`src/ip_prefix_table_lpm_top_assert.svh`:
```
// Assertion macros used by the prefix table controller.
`ifndef IP_PREFIX_TABLE_LPM_TOP_ASSERT_SVH
`define IP_PREFIX_TABLE_LPM_TOP_ASSERT_SVH

`ifndef SYNTH
// Same-cycle implication, checked out of reset.
`define IPLPM_ASSERT_IMPLY(label, clk, rst_n, ante, cons) \
	label: assert property (@(posedge clk) disable iff (!rst_n) (ante) |-> (cons)) \
		else $error("assertion failed: ante implies cons");
// Next-cycle implication, checked out of reset.
`define IPLPM_ASSERT_NEXT(label, clk, rst_n, ante, cons) \
	label: assert property (@(posedge clk) disable iff (!rst_n) (ante) |=> (cons)) \
		else $error("assertion failed: ante implies cons next cycle");
`else
`define IPLPM_ASSERT_IMPLY(label, clk, rst_n, ante, cons)
`define IPLPM_ASSERT_NEXT(label, clk, rst_n, ante, cons)
`endif

`endif

```
`src/iplpm_pkg.sv`:
```
package iplpm_pkg;

	// Table geometry
	localparam int TableCapacity = 1024;
	localparam int IDX_W = $clog2(TableCapacity);
	localparam int ADDR_W = 32;
	localparam int LEN_W = 6;
	localparam logic [LEN_W-1:0] MAX_LEN = LEN_W'(ADDR_W);

	// Operation codes
	localparam logic [1:0] MODE_INSERT = 2'd0;
	localparam logic [1:0] MODE_DELETE = 2'd1;
	localparam logic [1:0] MODE_LOOKUP = 2'd2;

	// Result codes
	localparam logic [1:0] STAT_DONE = 2'd0;
	localparam logic [1:0] STAT_MISS = 2'd1;
	localparam logic [1:0] STAT_FULL = 2'd2;

	// Controller states
	typedef enum logic [1:0] {
		S_CLEAR,
		S_IDLE,
		S_SCAN,
		S_RESP
	} state_t;

	// One table slot as held in memory
	typedef struct packed {
		logic              valid;
		logic [LEN_W-1:0]  len;
		logic [ADDR_W-1:0] addr;
	} entry_t;

	// Controller to datapath
	typedef struct packed {
		logic clear;
		logic load;
		logic scan;
	} cmd_t;

	// Datapath to controller
	typedef struct packed {
		logic clear_last;
		logic scan_done;
	} sts_t;

	// Network mask for a prefix length of 0 to 32
	function automatic logic [ADDR_W-1:0] len_mask(input logic [LEN_W-1:0] len);
		logic [ADDR_W-1:0] m;
		if (len == '0) begin
			m = '0;
		end else begin
			m = {ADDR_W{1'b1}} << (MAX_LEN - len);
		end
		return m;
	endfunction

endpackage

```
`src/iplpm_ctrl.sv`:
```
`include "ip_prefix_table_lpm_top_assert.svh"

module iplpm_ctrl (
	input  logic           clk,
	input  logic           arst_n,
	input  logic           in_valid,
	output logic           in_ready,
	output logic           out_valid,
	input  logic           out_ready,
	input  iplpm_pkg::sts_t sts,
	output iplpm_pkg::cmd_t cmd
);
	import iplpm_pkg::*;

	state_t state_q, state_d;

	// State register
	always_ff @(posedge clk or negedge arst_n) begin
		if (!arst_n) begin
			state_q <= S_CLEAR;
		end else begin
			state_q <= state_d;
		end
	end

	// Next state
	always_comb begin
		state_d = state_q;
		unique case (state_q)
			S_CLEAR: if (sts.clear_last) state_d = S_IDLE;
			S_IDLE:  if (in_valid) state_d = S_SCAN;
			S_SCAN:  if (sts.scan_done) state_d = S_RESP;
			S_RESP:  if (out_ready) state_d = S_IDLE;
			default: state_d = S_CLEAR;
		endcase
	end

	// Outputs
	always_comb begin
		in_ready  = 1'b0;
		out_valid = 1'b0;
		cmd       = '0;
		unique case (state_q)
			S_CLEAR: cmd.clear = 1'b1;
			S_IDLE: begin
				in_ready = 1'b1;
				cmd.load = in_valid;
			end
			S_SCAN:  cmd.scan = 1'b1;
			S_RESP:  out_valid = 1'b1;
			default: cmd = '0;
		endcase
	end

	`IPLPM_ASSERT_NEXT(a_accept_scans, clk, arst_n, in_valid && in_ready, state_q == S_SCAN)
	`IPLPM_ASSERT_NEXT(a_done_responds, clk, arst_n, cmd.scan && sts.scan_done, out_valid)
	`IPLPM_ASSERT_IMPLY(a_one_side, clk, arst_n, in_ready, !out_valid && !cmd.scan)

endmodule

```
`config.mk`:
```
export PLATFORM = sky130hd
export DESIGN_NAME = iplpm_ctrl
export DESIGN_NICKNAME = d
export VERILOG_FILES = /design/src/iplpm_pkg.sv /design/src/iplpm_ctrl.sv
export VERILOG_INCLUDE_DIRS = /design/src /design/src/src
export SDC_FILE = /design/constraint.sdc
export NUM_CORES = 1
export LEC_CHECK = 0
export BUFFER_PORTS_ARGS = -buffer_cell sky130_fd_sc_hd__buf_4
export CELL_PAD_IN_SITES_DETAIL_PLACEMENT = 1
export CELL_PAD_IN_SITES_GLOBAL_PLACEMENT = 2
export CORE_AREA = 2 2 39 41
export DETAILED_ROUTE_END_ITERATION = 16
export DIE_AREA = 0 0 41 43
export HOLD_SLACK_MARGIN = 0.02
export PLACE_DENSITY_LB_ADDON = 0.12
export SETUP_SLACK_MARGIN = 0.3
export SYNTH_ARGS = -nofsm -noshare
export SYNTH_HDL_FRONTEND = slang
export SYNTH_SLANG_ARGS = --single-unit
```
`constraint.sdc`:
```
create_clock -name clk -period 2.7 [get_ports clk]
set_input_delay 0.54 -clock clk [delete_from_list [all_inputs] [get_ports clk]]
set_output_delay 0.54 -clock clk [all_outputs]
set_load 0.01 [all_outputs]
```
==> reports/metrics.yaml, run 1 <==
synthesis:
  synth_seq_cells: 2
  mappedNetlistArea_um2: 209
  ys_seq_area_share_pct: 24.0
  synth.distinct_cells: 9
  syn_inst: 17
  synth.avg_cell_area_um2: 12.3
  yosys_warnings: 0
  syn_nets: 28
drt:
  wl_met2_um: 290
  drc: 0
  routed_wirelength_um: 465
  dr.max_layer_used: "met3"
  wl_per_cell_um: 10.1
  dr_wl_met3_um: 28
  dr.pass1.iters: 1
  met1Wirelength_um: 145
  drt-initial-drc-count: 0
  routed_via_density: 3.59
  vias: 165
  drtAntennaViolNets: 0
power_and_ir_drop:
  power_frac_clock_pct: 18.2
  switching_share_pct: 36.7
  p_sw_mw: 0.132
  pwr-share-seq_pct: 17.3
  p_int_mw: 0.228
  p_comb_share_pct: 64.5
  p_per_area_nw_per_um2: 1100
  ir_drop_uv: 291
  p_leak_nw: 0.174
timing:
  worstMarginPinSlew_ns: 0.356
  period_needed_ns: 1.72
  maxSlewHeadroom_pct: 76.2
  setup_violations: 0
  post-route-period-util_pct: 63.6
  fmax_mhz: 582
  skew_ns: 0.00115
  drv_slew: 0
  rsz0062_at_grt: "no"
  setup_tns_ns: 0
  holdWs_ns: 0.0924
  hold_viol: 0
critical_path:
  path_cells: "inv_1, ha_1, and2_1, buf_4"
  critPathLaunchType: "flip-flop"
  cpMaxStageDelayCell: "dfrtp_1"
  ff2ff_setup_slack_ns: 1.02
  max_stage_delay_ns: 0.38
  crit_fanout: 4
  critical_path_class: "reg2out"
  critical_path_required_ns: 2.16
  cp.arrival_ns: 1.18
  cp-end-kind: "primary output"
cells_and_area:
  fin_util_pct: 23.6
  nets: 43
  final.fill_count: 161
  drive_gt1_share_pct: 53.3
  num_antenna_cells: 0
  largest_reg_flops: 2
  area_delta_synth_final_pct: 56.3
  final_cell_area_um2: 327
  regMostFlops: "state_q"
  top_regs: "state_q: 2 flops"
floorplanning:
  die_w_um: 41
  rows: 14
  ios: 11
  core-area_um2: 1380
  initial_utilization_pct: 15.1
  die_area_um2: 1760
  die_y_um: 43
clock_network:
  clk_pin_slew_ns: 0.03
  insertion_delay_ns: 0.22
  clock_sinks: 2
  cts_setup_buffers: 0
  numCtsBuffers: 3
  cts-hold-fix-buffers: 0
  h-tree-depth: 1
  cts_tree: "built"
  cts_resized: 0
  clock-root-buffer: "clkbuf_4"
  clk_path_buf_depth: 2
global_routing:
  grt_antenna_before_repair: 0
  grt_max_degree: 5
  grtUsageTotal_pct: 6.82
  grt_pass1_wl_um: 724
  grt_pass1_vias: 178
  gr-total-overflow: 0
place:
  place_area_um2: 304
  portBuffers: 10
  gp_congestion: 0.644
run_status:
  outcome: "finished clean"
hold_path:
  worstHoldPathType: "in2async"
run:
  max_cap_violations: 0
-- placed cells by master, fill, tap and decap left out --
master / instances
dfrtp_1: 2
a2111oi_4: 1
clkbuf_4: 3
inv_1: 3
buf_4: 10
and2_1: 1
ha_1: 5
mux2_4: 1
mux2i_1: 1
nor2b_1: 2
nor2b_4: 1
-- stage by stage --
stage               std cells  total power [mW]  setup WS, ns
finish                     46             0.360         0.982
global route               46             0.398         0.895
CTS                        46             0.379         0.947
detailed placement         43             0.306         0.984
global placement           43             0.302          1.03
floorplan                  17             0.220          1.07
-- cell usage after synthesis --
master	n	area share, %
mux2_4	1	7.2
inv_1	3	5.4
nor2b_1	2	6.0
and2_1	1	3.0
ha_1	5	30
dfrtp_1	2	24
nor2b_4	1	6.6
a2111oi_4	1	13
mux2i_1	1	4.8
-- per-layer routing --
metal	GRT usage (%)	vias up
li1	-	81
met2	10.6	6
met4	8.00	0
met5	0	-
met3	0	0
met1	7.05	78
-- power groups by stage --
stage,registers [mW],clock network [mW],logic (mW)
global route,0.0655,0.0720,0.260
floorplan,0.0595,0,0.160
CTS,0.0629,0.0715,0.244
global placement,0.0622,0,0.240
detailed placement,0.0632,0,0.243
finish,0.0622,0.0656,0.232
-- final timing paths --
| check | to | from | cells after the start |
|---|---|---|---|
| min | state_q[1] | arst_n | 1 |
| min reg2reg | state_q[1] | state_q[1] | 1 |
| min in group clk | state_q[1] | state_q[1] | 1 |
| max in group asynchronous | state_q[0] | arst_n | 1 |
| max | cmd[1] | state_q[1] | 4 |
| max reg2reg | state_q[1] | state_q[0] | 5 |
-- worst max-delay path: cells and delay by family (launching register included) --
kind	cells	cell delay, ns
flip-flops	1	0.38
adder cells (fa/ha/maj)	1	0.20
buffers and inverters	2	0.23
AND/OR/NAND/NOR	1	0.14
-- cell families (layout without fill, tap and decap cells) --
logic type,after synthesis,in the layout,share of synthesized area (%)
adders and majority gates,5,5,29.9
and+or+nand+nor,4,4,15.6
buffers and inverters,3,16,5.39
muxes,2,2,12.0
DFF,2,2,24.0
AOI/OAI and AO/OA,1,1,13.2
-- cell type report --
| type | count | area [um^2] | area share, % |
|---|---|---|---|
| clock buffers | 3 | 22.5 | 6.90 |
| inverters | 3 | 11.3 | 3.45 |
| multi-input cells | 12 | 148 | 45.2 |
| flip-flops and latches | 2 | 50.0 | 15.3 |
| well taps | 16 | 20.0 | 6.13 |
| repair buffers | 10 | 75.1 | 23.0 |
No activity file was read; power rests on OpenSTA's default activity.
==> run 2: changes to the inputs <==
==> constraint.sdc (replaced) <==
create_clock -name clk -period 1.4 [get_ports clk]
set_input_delay 0.28 -clock clk [delete_from_list [all_inputs] [get_ports clk]]
set_output_delay 0.28 -clock clk [all_outputs]
set_load 0.01 [all_outputs]
==> reports/metrics.yaml, run 2 (synthesized netlist as in run 1, its figures left out) <==
drt:
  wl_per_cell_um: 9.57  # -5.3%
  routed_wirelength_um: 555  # +19%
  vias: 208  # +26%
  drc: 0  # unchanged
  drtAntennaViolNets: 0  # unchanged
  routed_via_density: 3.59  # about the same
  drt-initial-drc-count: 1  # +1
  dr.pass1.iters: 3  # +2
critical_path:
  ff2ff_setup_slack_ns: -0.18  # -1.20 ns
  critPathLaunch: "state_q[1]"
  reg2reg_depth: 5  # unchanged
  cp-end-kind: "flip-flop"
  r2r-start: "state_q[1]"
  critical_path_class: "reg2reg"
  crit_fanout: 3  # -1
  r2r-end: "state_q[1]"
  cp.arrival_ns: 1.68  # +0.50 ns
  max_stage_delay_ns: 0.38  # about the same
  path_cells: "inv_2, ha_4, nor2b_4, a2111oi_4, mux2_4"
  critPathLaunchType: "flip-flop"
  critPathCapture: "state_q[1]"
  cpMaxStageDelayCell: "dfrtp_1"
  critical_path_required_ns: 1.50  # -0.66 ns
timing:
  fmax_mhz: 634
  skew_ns: 0.000741  # -0.000405 ns
  holdWs_ns: 0.378  # +0.286 ns
  period_needed_ns: 1.58
  post-route-period-util_pct: 113
  setup_violations: 4  # +4
  setup_slack_ns: -0.177  # -1.16 ns
  hold_viol: 0  # unchanged
  worstMarginPinSlew_ns: 0.326  # -0.0303 ns
  drv_slew: 0  # unchanged
  maxSlewHeadroom_pct: 78.3  # +2.0 points
  rsz0062_at_grt: "yes"
  setup_tns_ns: -0.488  # -0.488 ns
cells_and_area:
  layout_common_cells: "buf_4 (16), buf_6 (5), clkbuf_4 (3)"
  fin_util_pct: 34.6  # +11 points
  mostFrequentLayoutCell: "buf_4"
  regMostFlops: "state_q"
  nets: 55  # +28%
  area_delta_synth_final_pct: 129
  largest_reg_flops: 2  # unchanged
  fin_cells: 58  # +26%
  drive_gt1_share_pct: 85.7  # +32 points
  final_cell_area_um2: 479  # +47%
  top_regs: "state_q: 2 flops"
  num_antenna_cells: 0  # unchanged
  final.fill_count: 153  # -5.0%
place:
  portBuffers: 10  # unchanged
  gp_congestion: 0.705  # +9.5%
  place_area_um2: 377  # +24%
  dp.cells: 49  # +14%
  dp_hpwl_um: 434
  place_ws_ns: -0.225  # -1.21 ns
clock_network:
  clock_sinks: 2  # unchanged
  numCtsBuffers: 3  # unchanged
  clock-root-buffer: "clkbuf_4"
  clk_path_buf_depth: 2  # unchanged
  cts_tree: "built"
  clk_pin_slew_ns: 0.03  # about the same
  h-tree-depth: 1  # unchanged
  insertion_delay_ns: 0.22  # about the same
power_and_ir_drop:
  p_leak_nw: 0.235  # +35%
  p_per_area_nw_per_um2: 2230  # +100%
  fin_total_pwr_mw: 1.07  # +200%
  ir_drop_uv: 803  # +180%
floorplanning:
  die_y_um: 43  # unchanged
  initial_utilization_pct: 15.1  # unchanged
  die_w_um: 41  # unchanged
  ios: 11  # unchanged
  die_area_um2: 1760  # unchanged
  rows: 14  # unchanged
  core-area_um2: 1380  # unchanged
run:
  max_cap_violations: 0  # unchanged
global_routing:
  grt_pass1_vias: 236  # +33%
  grt_max_degree: 5  # unchanged
  grtUsageTotal_pct: 8.24  # +1.4 points
  gr-total-overflow: 0  # unchanged
  grt_pass1_wl_um: 952  # +31%
  grt_antenna_before_repair: 0  # unchanged
run_status:
  outcome: "finished with violations"
  violations: "setup timing"
hold_path:
  worstHoldPathType: "in2async"
-- run 2: cell types whose count changed in the layout (fill, tap and decap cells not counted), sizes merged --
cell         delta
dlygate4sd3     +1
buf            +11
-- run 2: worst min path at each step --
stage / from / to / slack (ns) / cells past startpoint
2_1_floorplan: arst_n / state_q[0] / -0.02 / 0
3_3_place_gp: arst_n / state_q[1] / 0.06 / 1
3_5_place_dp: arst_n / state_q[1] / 0.06 / 1
4_1_cts: arst_n / state_q[0] / 0.38 / 2
5_1_grt: arst_n / state_q[0] / 0.39 / 2
6_report: arst_n / state_q[0] / 0.38 / 2
-- run 2: layer usage --
metal	GRT usage, %	vias to the layer above	part of all wire [%]
met4	6.00	0	0
met2	13.4	5	61
met3	1.57	0	5.6
met5	0	-	0
met1	8.71	99	33
li1	-	104	-
-- run 2: worst max-delay path, delay by kind of cell (launching register included) --
family                     cells  cell delay [ns]
AOI/OAI and AO/OA              1             0.37
adders and majority gates      1             0.16
buffers and inverters          1             0.08
DFF                            1             0.38
muxes                          1             0.33
and+or+nand+nor                1             0.12
-- run 2: final cells by class --
type	instances	area (um^2)	share of cell area (%)
Sequential cell	2	51.3	10.7
Multi-Input combinational cell	12	188	39.2
Clock buffer	3	22.5	4.70
Timing Repair Buffer	22	186	38.9
Tap cell	16	20.0	4.18
Inverter	3	11.3	2.35
-- run 2: repair_timing --
item / CTS / global route
hold buffers: 1 / 0
gates resized for setup: 9 / 0
setup buffers: 3 / 2
pin swaps: 1 / 0
setup endpoints to repair: 7 / 7
endpoints found under the hold margin: 2 / 0
-- run 2: report_power, final --
group / switching, mW / internal [mW] / leakage (nW)
registers: 0.0337 / 0.0925 / 0.0216
clock network: 0.0327 / 0.0945 / 0.0138
logic: 0.284 / 0.534 / 0.200
==> run 3: changes to the inputs <==
--- a/config.mk
+++ b/config.mk
@@ -14,7 +14,8 @@
 export DIE_AREA = 0 0 41 43
 export HOLD_SLACK_MARGIN = 0.02
 export PLACE_DENSITY_LB_ADDON = 0.12
-export SETUP_SLACK_MARGIN = 0.3
+export SETUP_SLACK_MARGIN = 0.5
+export SKIP_LAST_GASP = 1
 export SYNTH_ARGS = -nofsm -noshare
 export SYNTH_HDL_FRONTEND = slang
 export SYNTH_SLANG_ARGS = --single-unit
==> reports/metrics.yaml, run 3 (synthesized netlist as in run 1, its figures left out) <==
floorplanning:
  core-area_um2: 1380  # unchanged
  die_y_um: 43  # unchanged
  die_w_um: 41  # unchanged
  initial_utilization_pct: 15.1  # unchanged
  ios: 11  # unchanged
  die_area_um2: 1760  # unchanged
  rows: 14  # unchanged
critical_path:
  critPathLaunchType: "flip-flop"
  cp-end-kind: "flip-flop"
  max_stage_delay_ns: 0.39  # about the same
  reg2reg_depth: 5  # unchanged
  critical_path_required_ns: 1.50  # about the same
  critical_path_class: "reg2reg"
  cp.arrival_ns: 1.67  # about the same
  crit_fanout: 3  # unchanged
  cpMaxStageDelayCell: "dfrtp_1"
  path_cells: "inv_2, ha_4, nor2b_4, a2111oi_4, mux2_4"
place:
  place_area_um2: 384  # +2.0%
  place_ws_ns: -0.188  # +0.0376 ns
  gp_congestion: 0.738  # +4.6%
  dp_hpwl_um: 451  # +4.0%
  portBuffers: 10  # unchanged
timing:
  period_needed_ns: 1.57  # -0.00753 ns
  hold_viol: 0  # unchanged
  maxSlewHeadroom_pct: 78.6  # +0.37 points
  drv_slew: 0  # unchanged
  worstMarginPinSlew_ns: 0.321  # -0.00559 ns
  setup_violations: 3  # -1
  fmax_mhz: 637  # +0.48%
  setup_slack_ns: -0.169  # +0.00753 ns
  post-route-period-util_pct: 112  # -0.54 points
  rsz0062_at_grt: "yes"
  skew_ns: 0.000277  # -0.000464 ns
  setup_tns_ns: -0.398  # +0.0901 ns
power_and_ir_drop:
  ir_drop_uv: 845  # +5.2%
  p_int_mw: 0.669  # -7.2%
  p_per_area_nw_per_um2: 2220  # -0.49%
  p_comb_share_pct: 73.9  # -2.4 points
  p_sw_mw: 0.332  # -5.0%
  p_leak_nw: 0.226  # -4.0%
  power_frac_clock_pct: 12.7  # +0.8 points
  switching_share_pct: 33.2  # +0.50 points
  pwr-share-seq_pct: 13.4  # +1.6 points
clock_network:
  clock-root-buffer: "clkbuf_4"
  cts_tree: "built"
  clk_path_buf_depth: 2  # unchanged
  numCtsBuffers: 3  # unchanged
  clock_sinks: 2  # unchanged
  h-tree-depth: 1  # unchanged
  clk_pin_slew_ns: 0.03  # about the same
  insertion_delay_ns: 0.22  # about the same
cells_and_area:
  area_delta_synth_final_pct: 116
  largest_reg_flops: 2  # unchanged
  layout_common_cells: "buf_4 (18), ha_2 (3), clkbuf_4 (3)"
  top_regs: "state_q: 2 flops"
  nets: 54  # -1.8%
  mostFrequentLayoutCell: "buf_4"
  drive_gt1_share_pct: 85.4  # -0.35 points
  regMostFlops: "state_q"
  final_cell_area_um2: 450  # -6.0%
  num_antenna_cells: 0  # unchanged
drt:
  drtAntennaViolNets: 0  # unchanged
  vias: 200  # -3.8%
  dr.pass1.iters: 1  # -2
  routed_via_density: 3.51  # -2.2%
  routed_wirelength_um: 577  # +4.0%
  drc: 0  # unchanged
  drt-initial-drc-count: 0  # -1
  wl_per_cell_um: 10.1  # +5.8%
run_status:
  outcome: "finished with violations"
  violations: "setup timing"
global_routing:
  grt_pass1_wl_um: 834  # -12%
  gr-total-overflow: 0  # unchanged
  grt_max_degree: 5  # unchanged
  grt_antenna_before_repair: 0  # unchanged
  grtUsageTotal_pct: 7.43  # -0.81 points
  grt_pass1_vias: 207  # -12%
run:
  max_cap_violations: 0  # unchanged
hold_path:
  worstHoldPathType: "in2async"
-- run 3: cell types whose count changed in the layout (fill, tap and decap cells not counted) --
| cell | change |
|---|---|
| buf_4 | +2 |
| ha_4 | -1 |
| buf_6 | -3 |
| ha_2 | +1 |
-- run 3: critical path: cells and delay by family, from the launching register on --
family | cells | cell delay [ns]
DFF | 1 | 0.39
buffers and inverters | 1 | 0.08
and+or+nand+nor | 1 | 0.13
adders and majority gates | 1 | 0.16
AOI/OAI and AO/OA | 1 | 0.37
muxes | 1 | 0.33
-- run 3: area by class of cell --
class	instances	area, um^2
fillers	176	933
clock buffers	3	22.5
well taps	16	20.0
repair buffers	21	168
flip-flops and latches	2	51.3
inverters	3	11.3
multi-input cells	12	178
-- run 3: path summary, 6_finish.rpt --
check,startpoint,to,slack (ns)
setup / recovery,state_q[1],state_q[1],-0.17
hold / removal,arst_n,state_q[0],0.38
setup reg to reg,state_q[1],state_q[1],-0.17
hold reg to reg,state_q[1],state_q[1],0.69
max in group asynchronous,arst_n,state_q[0],0.92
min in group clk,sts[0],state_q[1],0.55
-- run 3: timing repair --
| action | CTS | global route |
|---|---|---|
| endpoints found under the setup margin | 7 | 7 |
| hold endpoints to repair | 2 | 0 |
| buffers inserted | 2 | 1 |
| gates cloned | 0 | 0 |
| pin swaps | 1 | 0 |
| gates resized for setup | 5 | 0 |
| hold buffers | 1 | 0 |
-- run 3: stage by stage --
step	hold WS (ns)	total power [mW]	utilization, %	std cells
detailed placement	0.0624	0.791	27.8	50
global placement	0.0632	0.789	27.8	50
floorplan	-0.0156	0.482	-	17
global route	0.391	1.08	32.5	57
finish	0.381	1.00	32.5	57
CTS	0.380	1.00	32.0	56
-- run 3: layer usage --
metal,GRT usage [%],routed length (um)
met2,13.4,373
met1,7.07,172
met4,6.00,0
met5,0,0
met3,0,31
-- run 3: power by group through the flow --
stage | logic [mW] | clock network, mW | registers [mW]
floorplan | 0.357 | 0 | 0.126
global placement | 0.662 | 0 | 0.127
finish | 0.740 | 0.127 | 0.135
CTS | 0.735 | 0.134 | 0.135
detailed placement | 0.661 | 0 | 0.130
global route | 0.804 | 0.141 | 0.138
